$ cat src/hdl/hrnkd_pkg.sv
// Shared types and constants for the keyboard report new-key detector.
package hrnkd_pkg;

   localparam int KEY_SLOTS = 6;
   localparam int CODE_W    = 8;
   localparam int MOD_W     = 8;

   localparam logic [CODE_W-1:0] CODE_EMPTY    = CODE_W'(0);
   localparam logic [CODE_W-1:0] CODE_ROLLOVER = CODE_W'(1);

   typedef logic [CODE_W-1:0]                 code_type;
   typedef logic [KEY_SLOTS-1:0][CODE_W-1:0]  slot_array_type;
   typedef logic [KEY_SLOTS-1:0]              slot_mask_type;

   typedef struct packed {
      logic [MOD_W-1:0] mods;
      slot_array_type   slots;
   } report_type;

   // Handshake between the detect stage and the event serializer.
   typedef struct packed {
      logic load;      // report moves from the input register this cycle
   } emit_ctrl_type;

endpackage

$ cat src/hdl/hrnkd_detect.sv
// Held-code set, rollover flag and new-press mask for one report.
module hrnkd_detect (
   input  logic                    clock,
   input  logic                    reset,
   input  hrnkd_pkg::report_type   report,
   input  logic                    advance,
   output hrnkd_pkg::slot_mask_type new_mask
);

   hrnkd_pkg::slot_array_type held_codes_ff, held_codes_in;
   logic                      rollover_error_ff, rollover_error_in;
   logic                      all_zero, all_one;

   always_comb begin
      all_zero = 1'b1;
      all_one  = 1'b1;
      for (int i = 0; i < hrnkd_pkg::KEY_SLOTS; i++) begin
         if (report.slots[i] != hrnkd_pkg::CODE_EMPTY)    all_zero = 1'b0;
         if (report.slots[i] != hrnkd_pkg::CODE_ROLLOVER) all_one  = 1'b0;
      end
   end

   always_comb begin
      new_mask          = '0;
      held_codes_in     = held_codes_ff;
      rollover_error_in = rollover_error_ff;
      if (rollover_error_ff && !all_zero) begin
         // drop the report, keep the state
      end else if (all_one) begin
         rollover_error_in = 1'b1;
         held_codes_in     = '0;
      end else begin
         rollover_error_in = 1'b0;
         held_codes_in     = report.slots;
         for (int i = 0; i < hrnkd_pkg::KEY_SLOTS; i++) begin
            new_mask[i] = (report.slots[i] != hrnkd_pkg::CODE_EMPTY);
            for (int j = 0; j < hrnkd_pkg::KEY_SLOTS; j++) begin
               if (held_codes_ff[j] == report.slots[i]) new_mask[i] = 1'b0;
            end
         end
      end
   end

   always_ff @(posedge clock) begin
      if (reset) begin
         held_codes_ff     <= '0;
         rollover_error_ff <= 1'b0;
      end else if (advance) begin
         held_codes_ff     <= held_codes_in;
         rollover_error_ff <= rollover_error_in;
      end
   end

endmodule

$ cat src/hdl/hrnkd_emit.sv
// Event serializer: one press event per beat, lowest slot first.
module hrnkd_emit (
   input  logic                      clock,
   input  logic                      reset,
   input  hrnkd_pkg::emit_ctrl_type  ctrl_in,
   output logic                      free,
   input  hrnkd_pkg::report_type     report,
   input  hrnkd_pkg::slot_mask_type  new_mask,
   output logic                      rsp_valid,
   input  logic                      rsp_ready,
   output logic [hrnkd_pkg::MOD_W-1:0] rsp_event_modifiers,
   output hrnkd_pkg::code_type       rsp_pressed_code,
   output logic                      rsp_last_of_run
);

   hrnkd_pkg::slot_mask_type  mask_ff, mask_in;
   hrnkd_pkg::slot_mask_type  mask_rest;
   hrnkd_pkg::report_type     report_ff;
   hrnkd_pkg::code_type       sel_code;

   assign mask_rest = mask_ff & (mask_ff - hrnkd_pkg::slot_mask_type'(1));

   always_comb begin
      sel_code = hrnkd_pkg::CODE_EMPTY;
      for (int i = hrnkd_pkg::KEY_SLOTS - 1; i >= 0; i--) begin
         if (mask_ff[i]) sel_code = report_ff.slots[i];
      end
   end

   assign rsp_valid           = (mask_ff != '0);
   assign rsp_last_of_run     = (mask_rest == '0);
   assign rsp_pressed_code    = sel_code;
   assign rsp_event_modifiers = report_ff.mods;
   assign free                = !rsp_valid || (rsp_last_of_run && rsp_ready);

   always_comb begin
      mask_in = mask_ff;
      if (ctrl_in.load)                mask_in = new_mask;
      else if (rsp_valid && rsp_ready) mask_in = mask_rest;
   end

   always_ff @(posedge clock) begin
      if (reset) begin
         mask_ff <= '0;
      end else begin
         mask_ff <= mask_in;
      end
   end

   always_ff @(posedge clock) begin
      if (ctrl_in.load) begin
         report_ff <= report;
      end
   end

endmodule

$ cat src/hdl/hid_report_new_key_detector.sv
// Top level of the keyboard boot report new-key detector.
//
//   channel | direction | beat carries                                   | handshake
//   req_    | in        | modifier byte, six key slots (one report)      | valid/ready
//   rsp_    | out       | modifiers, pressed code, last-of-run flag      | valid/ready
//
// A report lands in the input register, is compared against the held set
// combinationally and moves to the serializer, which shows one press event
// per cycle while rsp_ready is high. A report with n new codes holds the
// input side until its last event is taken, set by the single result port.
// Reset clears the held set, the rollover flag and all valid state.
// A stall on rsp_ready holds the current event and, behind it, the input.
module hid_report_new_key_detector (
   input  logic       clock,
   input  logic       reset,
   input  logic       req_valid,
   output logic       req_ready,
   input  logic [7:0] req_modifier_bits,
   input  logic [7:0] req_key_slot_0,
   input  logic [7:0] req_key_slot_1,
   input  logic [7:0] req_key_slot_2,
   input  logic [7:0] req_key_slot_3,
   input  logic [7:0] req_key_slot_4,
   input  logic [7:0] req_key_slot_5,
   output logic       rsp_valid,
   input  logic       rsp_ready,
   output logic [7:0] rsp_event_modifiers,
   output logic [7:0] rsp_pressed_code,
   output logic       rsp_last_of_run
);

   hrnkd_pkg::report_type     req_report;
   hrnkd_pkg::report_type     report_ff;
   logic                      in_valid_ff, in_valid_in;
   hrnkd_pkg::slot_mask_type  new_mask;
   hrnkd_pkg::emit_ctrl_type  emit_ctrl;
   logic                      emit_free;

   // Pack the report ports; slot i sits at index i.
   always_comb begin
      req_report.mods     = req_modifier_bits;
      req_report.slots[0] = req_key_slot_0;
      req_report.slots[1] = req_key_slot_1;
      req_report.slots[2] = req_key_slot_2;
      req_report.slots[3] = req_key_slot_3;
      req_report.slots[4] = req_key_slot_4;
      req_report.slots[5] = req_key_slot_5;
   end

   // Advance the held report whenever the serializer can take it; a report
   // with no new code passes through without occupying the serializer.
   assign emit_ctrl.load = in_valid_ff && emit_free;
   assign req_ready      = !in_valid_ff || emit_ctrl.load;

   always_comb begin
      in_valid_in = in_valid_ff;
      if (req_valid && req_ready) in_valid_in = 1'b1;
      else if (emit_ctrl.load)    in_valid_in = 1'b0;
   end

   always_ff @(posedge clock) begin
      if (reset) begin
         in_valid_ff <= 1'b0;
      end else begin
         in_valid_ff <= in_valid_in;
      end
   end

   // Capture the payload on each accepted beat.
   always_ff @(posedge clock) begin
      if (req_valid && req_ready) begin
         report_ff <= req_report;
      end
   end

   hrnkd_detect u_detect (
      .clock    (clock),
      .reset    (reset),
      .report   (report_ff),
      .advance  (emit_ctrl.load),
      .new_mask (new_mask)
   );

   hrnkd_emit u_emit (
      .clock               (clock),
      .reset               (reset),
      .ctrl_in             (emit_ctrl),
      .free                (emit_free),
      .report              (report_ff),
      .new_mask            (new_mask),
      .rsp_valid           (rsp_valid),
      .rsp_ready           (rsp_ready),
      .rsp_event_modifiers (rsp_event_modifiers),
      .rsp_pressed_code    (rsp_pressed_code),
      .rsp_last_of_run     (rsp_last_of_run)
   );

endmodule

$ cat config.mk
export PLATFORM = sky130hd
export DESIGN_NAME = hid_report_new_key_detector
export DESIGN_NICKNAME = d
export VERILOG_FILES = /design/src/hdl/hrnkd_pkg.sv /design/src/hdl/hrnkd_detect.sv /design/src/hdl/hrnkd_emit.sv /design/src/hdl/hid_report_new_key_detector.sv
export SDC_FILE = /design/constraint.sdc
export NUM_CORES = 1
export LEC_CHECK = 0
export ABC_AREA = 1
export BUFFER_PORTS_ARGS = -buffer_cell sky130_fd_sc_hd__buf_2
export CORE_MARGIN = 4
export CORE_UTILIZATION = 45
export CTS_CLUSTER_SIZE = 14
export DETAILED_ROUTE_END_ITERATION = 7
export SYNTH_ARGS = -nofsm -noshare
export SYNTH_HDL_FRONTEND = slang
export SYNTH_SLANG_ARGS = --single-unit
$ cat constraint.sdc
create_clock -name clock -period 7.8 [get_ports clock]
set_input_delay 0 -clock clock [delete_from_list [all_inputs] [get_ports clock]]
set_output_delay 0 -clock clock [all_outputs]
set_load 0.01 [all_outputs]
## Word level (Yosys, flattened, before mapping)

Cells that the tools add are included.
Widths: inputs -> output; s select.

| storage, ports and cells | value |
|---|---|
| word-level logic and storage cells | 151 |
| bits of input ports | 60 |
| output and inout port bits | 19 |
| bits in registers | 168 |

| operators by class | value |
|---|---|
| bitwise gates (word level) | 2 |
| reduce and logical (&&, ||, !) cells | 21 |
| equal/unequal tests | 42 |
| $add $sub $neg | 1 |
| multiplexer cells | 62 |

Operators with widths:

| kind | count |
|---|---|
| $eq 8x8->1 | 36 |
| $mux 1 | 51 |
| $mux 48 | 1 |
| $mux 8 | 6 |
| $ne 8x1->1 const B | 6 |
| $reduce_bool 8->1 | 6 |
| $mux 6 | 4 |
| $and 6x6->6 | 1 |
| $logic_not 6->1 | 1 |
| $reduce_bool 6->1 | 1 |
| $sub 6x1->6 const B | 1 |
| $logic_and 1x1->1 | 5 |
| $reduce_bool 2->1 | 2 |
| $logic_not 1->1 | 3 |
| $logic_or 1x1->1 | 2 |
| $reduce_and 2->1 | 1 |
| $not 1->1 | 1 |

## Logic depth before layout (Yosys ltp)

| depth | value |
|---|---|
| depth after elaboration | 11 |
| mapped depth | 13 |
| mapped depth without buffers | 12 |

## By module

From an unflattened synthesis, not the netlist that was laid out.

| unflattened totals | value |
|---|---|
| cells, all modules | 1380 |
| area total of the unflattened synthesis | 10991.8 um2 |

By module, submodules not included:

| module | instances | cells each | area each (um2) | seq. area each (um2) |
|---|---|---|---|---|
| hrnkd_detect | 1 | 1098 | 6643.9 | 980.9 |
| hrnkd_emit | 1 | 218 | 2611.3 | 1801.7 |
| hid_report_new_key_detector | 1 | 64 | 1736.7 | 1701.6 |

## Worst setup path before layout

No wires, ideal clock.

| timing | value |
|---|---|
| kind | reg-to-reg |
| start | register u_emit.mask_ff[0] |
| end | register u_emit.report_ff[0] in the netlist's numbering, enable pin |
| clock period less this slack | 4.170 ns |
| arrival time | 3.681 ns |
| path slack | 3.630 ns |
| stages on the path, launching flop included | 4 |
| required time | 7.310 ns |
| path buffers | 0 |
| setup time | 0.490 ns |
| path through | dfxtp_1 -> nor2_2 -> nand4_1 -> a21oi_1 |

| on the way | value |
|---|---|
| elaborated cells between the ends (all ways) | 8 |
| classes of those cells | add/sub: 1; bitwise: 1; reduce/logical: 6 |

RTL lines:

| element | line | source |
|---|---|---|
| start, declared | hrnkd_emit.sv:16 | `hrnkd_pkg::slot_mask_type mask_ff, mask_in;` |
| start signal, assigned | hrnkd_emit.sv:46 | `mask_ff <= mask_in;` |
| $reduce_bool 6->1 | hrnkd_emit.sv:30 | `assign rsp_valid = (mask_ff != '0);` |
| named net rsp_valid | hid_report_new_key_detector.sv:25 | `output logic rsp_valid,` |
| $logic_not 1->1 | hrnkd_emit.sv:34 | `assign free = !rsp_valid \|\| (rsp_last_of_run && rsp_ready);` |
| $logic_or 1x1->1 | hrnkd_emit.sv:34 |  |
| $logic_and 1x1->1 | hid_report_new_key_detector.sv:52 | `assign emit_ctrl.load = in_valid_ff && emit_free;` |
| named net emit_ctrl | hid_report_new_key_detector.sv:36 | `hrnkd_pkg::emit_ctrl_type emit_ctrl;` |
| end signal, assigned | hrnkd_emit.sv:52 | `report_ff <= report;` |
| end, declared | hrnkd_emit.sv:18 | `hrnkd_pkg::report_type report_ff;` |

The timed path passes the listed nets, and every way through them passes these cells.
A chain may end at the register's enable or synchronous reset.

## Final worst setup path

| timing | value |
|---|---|
| start | register report_ff[19] in the netlist's numbering |
| end | register u_detect.held_codes_ff[2] in the netlist's numbering |

| on the way | value |
|---|---|
| word-level cells in the longest chain between the ends | 9 |
| elaborated cells between the ends (all ways) | 15 |
| classes of those cells | eq/ne: 1; mux: 9; bitwise: 1; reduce/logical: 4 |

Ends and longest elaborated chain:

| element | line | source |
|---|---|---|
| start, declared | hid_report_new_key_detector.sv:33 | `hrnkd_pkg::report_type report_ff;` |
| start signal, assigned | hid_report_new_key_detector.sv:72 | `report_ff <= req_report;` |
| $reduce_bool 8->1 | hrnkd_detect.sv:18 | `if (report.slots[i] != hrnkd_pkg::CODE_EMPTY) all_zero = 1'b0;` |
| $mux 1 (4 in a row) | hrnkd_detect.sv:18 |  |
| $logic_not 1->1 | hrnkd_detect.sv:27 | `if (rollover_error_ff && !all_zero) begin` |
| $logic_and 1x1->1 | hrnkd_detect.sv:27 |  |
| $not 1->1 (no line) | n/a |  |
| $reduce_and 2->1 (no line) | n/a |  |
| end signal, assigned | hrnkd_detect.sv:49 | `held_codes_ff <= held_codes_in;` |
| end, declared | hrnkd_detect.sv:10 | `hrnkd_pkg::slot_array_type held_codes_ff, held_codes_in;` |

Several ways; a longest one is shown, not always the timed one.

==> impl_metrics.yaml <==
run_status:
  run_status: "complete, no violations"
worst_setup_path:
  cp.arrival_ns: 3.81
  critPathKind: "register to register"
  cp.required_ns: 8.16
  startpoint_type: "register"
  critical-path-slowest-cell: "inv_2"
  r2r_start: "report_ff[19]$_DFFE_PP_"
  critPathMaxStageDelay_ns: 0.87
  cp_max_fo: 50
  rrSetupSlack_ns: 4.35
  r2r-end: "u_detect.held_codes_ff[2]$_SDFFE_PP0P_"
  crit_path_end_kind: "register"
  cp_cell_sequence: "inv_1, nand2_1, nor2_1, nand3_1, nor2_1, nand2_1, nand2_1, nand3_4, inv_2, nand2_1, a21oi_1"
  cp_common_cell: "nand2_1"
  r2r_cells: 11
clocking:
  postCtsResizedCells: 0
  cts_inserted_buffers: 17
  tritoncts: "done"
  clk_pin_slew_ns: 0.07
  ctsRootBufferMaster: "clkbuf_16"
  cts.path.max_buffers: 2
  cts_htree_levels: 4
  worstSkewPairLatency_ns: 0.44
  clock_sinks: 168
global_route:
  grt-ovfl-total: 0
  antenna_found_initial: 0
  grt_pass1_wl_um: 53200
  grt_use_total: 0.271
  grt_pass1_vias: 8773
  grt_max_degree: 58
yosys:
  ys_ff_latch: 168
  synth_cells: 1401
  synth_top_area_frac: 0.321
  syn-num-nets: 1461
  synth_area_leaders: "edfxtp_1 (32%), nand2_1 (18%), dfxtp_1 (11%)"
  syn_avg_cell_area_sq_um: 7.48
  synth_area_sq_um: 10500
  synth_cell_types: 28
  yosys_warnings: 0
  synth_top_area_cell: "edfxtp_1"
  ys_seq_area_frac: 0.428
power:
  combPwrFrac: 0.349
  vdd_drop_max_mv: 0.179
  p_clk_frac: 0.237
  p_sw_w: 0.00157
  p_int_w: 0.00207
  power_density_nw_per_um2: 307
  fin_total_pwr_w: 0.00364
  p_sw_frac: 0.432
  seq_power_share: 0.414
  leakage_nw: 4.71
sta:
  tns_ns: 0
  max_freq_mhz: 290
  rsz0062_at_grt: "false"
  worst_slew_pin_slew_ns: 0.854
  min_period_ns: 3.45
  max_slew_margin: 0.428
  setup_violations: 0
  finalMaxSlewViolations: 0
  setup_ws_ns: 4.35
  finalHoldViolCount: 0
  final.period_utilization: 0.442
  skew_ns: 0.0200
finish:
  syn2layout_area_growth_pct: 13.2
  layout-drive-gt1-share: 0.0898
  layout.cells.most_common: "nand2_1"
  fin_util: 0.521
  final_cell_mix: "nand2_1 (510), edfxtp_1 (112), nor2_1 (109)"
  nets: 1495
  layout.cells.non_filler: 1761
  diodes: 0
routing:
  drt_pass1_iterations: 6
  drc: 0
  antenna_left: 0
  routed_via_density: 5.29
  wire_per_inst_um: 19.9
  vias: 9310
  drtIter0Drc: 1051
  drt-total-wl_um: 35100
die:
  fp.dieW_um: 161
  start_util: 0.460
  fp.coreArea_sq_um: 22800
  die_area_sq_um: 25800
  die_y_um: 161
  rows: 55
  io_pins: 79
placed_design:
  hpwl_um: 24800
  dp_cells: 1672
  place.gp.congestion: 0.985
  io_buffers: 78
  place_ws_ns: 4.42
hold_path:
  min_to: "in_valid_ff$_SDFFE_PP0P_"
  hold_start: "rsp_ready"
  whs_path_depth: 4
  hp-class: "input port to register"
run:
  maxCapViolations: 0
==> critical path: cells and delay by family (launching register included) <==
| family | cells | cell delay (ns) |
|---|---|---|
| AO/OA/AOI/OAI | 1 | 0.16 |
| buffers and inverters | 2 | 1.12 |
| flip-flops | 1 | 0.65 |
| AND/OR/NAND/NOR | 8 | 1.38 |
==> flip-flops by register name, indices dropped and copies added, names as in the netlist <==
signal and cells:
u_detect.rollover_error_ff 1, report_ff 56, u_detect.held_codes_ff 48, u_emit.rsp_event_modifiers 8, u_emit.mask_ff 6, in_valid_ff 1, u_emit.report_ff 48
==> power by group through the flow <==
stage / Combinational (W) / Sequential [W] / Clock (W)
6_report: 0.00127 / 0.00151 / 0.000862
5_1_grt: 0.00142 / 0.00153 / 0.000922
4_1_cts: 0.00127 / 0.00150 / 0.000877
3_5_place_dp: 0.00124 / 0.00152 / 0
3_3_place_gp: 0.00124 / 0.00152 / 0
2_1_floorplan: 0.00111 / 0.00123 / 0
==> metal layers <==
metal,wire [um],GRT usage,vias up
met3,2280,0.0429,49
met1,15600,0.384,4380
met4,1070,0.0880,0
met2,16100,0.427,385
li1,-,-,4496
met5,0,0,-
==> through the flow <==
stage          area, sq um  hold slack, ns
4_1_cts              11900          0.0315
6_report             11900          0.0410
2_1_floorplan        10500          0.0989
3_5_place_dp         10700           0.178
3_3_place_gp         10700           0.176
5_1_grt              11900          0.0927
==> cell type report <==
type	count	area, sq um
Fill cell	2196	10900
Multi-Input combinational cell	1002	4980
Sequential cell	168	4480
Timing Repair Buffer	140	998
Clock buffer	17	425
Inverter	106	398
Tap cell	313	392
Clock inverter	15	180
==> worst max path at each step <==
| stage | start | to | slack, ns | depth (start not counted) |
|---|---|---|---|---|
| final | report_ff[19]$_DFFE_PP_ | u_detect.held_codes_ff[2]$_SDFFE_PP0P_ | 4.35 | 11 |
| after global routing | report_ff[19]$_DFFE_PP_ | u_detect.held_codes_ff[42]$_SDFFE_PP0P_ | 4.09 | 11 |
| after CTS | report_ff[19]$_DFFE_PP_ | u_detect.held_codes_ff[12]$_SDFFE_PP0P_ | 4.38 | 11 |
| after detailed placement | report_ff[19]$_DFFE_PP_ | u_detect.held_codes_ff[5]$_SDFFE_PP0P_ | 4.42 | 11 |
| after global placement | report_ff[19]$_DFFE_PP_ | u_detect.held_codes_ff[12]$_SDFFE_PP0P_ | 4.42 | 11 |
| after floorplan | u_emit.mask_ff[0]$_SDFFE_PP0P_ | u_emit.report_ff[0]$_DFFE_PP_ | 3.63 | 3 |
==> synth_stat cells <==
master and n:
a22oi_1 2, nand3_2 1, or2_2 3, o21ai_2 1, inv_1 101, clkbuf_1 50, xor2_1 56, nand2_1 510
nand3_1 22, buf_1 1, edfxtp_1 112, inv_2 5, o211ai_1 10, dfxtp_1 56, buf_2 54, nand2_4 1
xnor2_1 95, nand3_4 1, o21ai_0 18, nor4_1 2, a21oi_1 81, buf_4 18, nor2_1 109, nand4_1 74
nor3_1 14, buf_6 2, nor2_4 1, nor2_2 1
==> cell families after synthesis <==
| logic type | count (synthesis) | share of synthesized area |
|---|---|---|
| XOR/XNOR | 151 | 0.126 |
| buffers and inverters | 231 | 0.0971 |
| AND/OR/NAND/NOR | 739 | 0.292 |
| AO/OA/AOI/OAI | 112 | 0.0568 |
| flip-flops | 168 | 0.428 |
==> what timing repair did <==
| item | in CTS | in global routing |
|---|---|---|
| endpoints found under the hold margin | 57 | 0 |
| buffers inserted | 0 | 0 |
| hold buffers | 57 | 0 |
(Power assumes the default switching activity.)
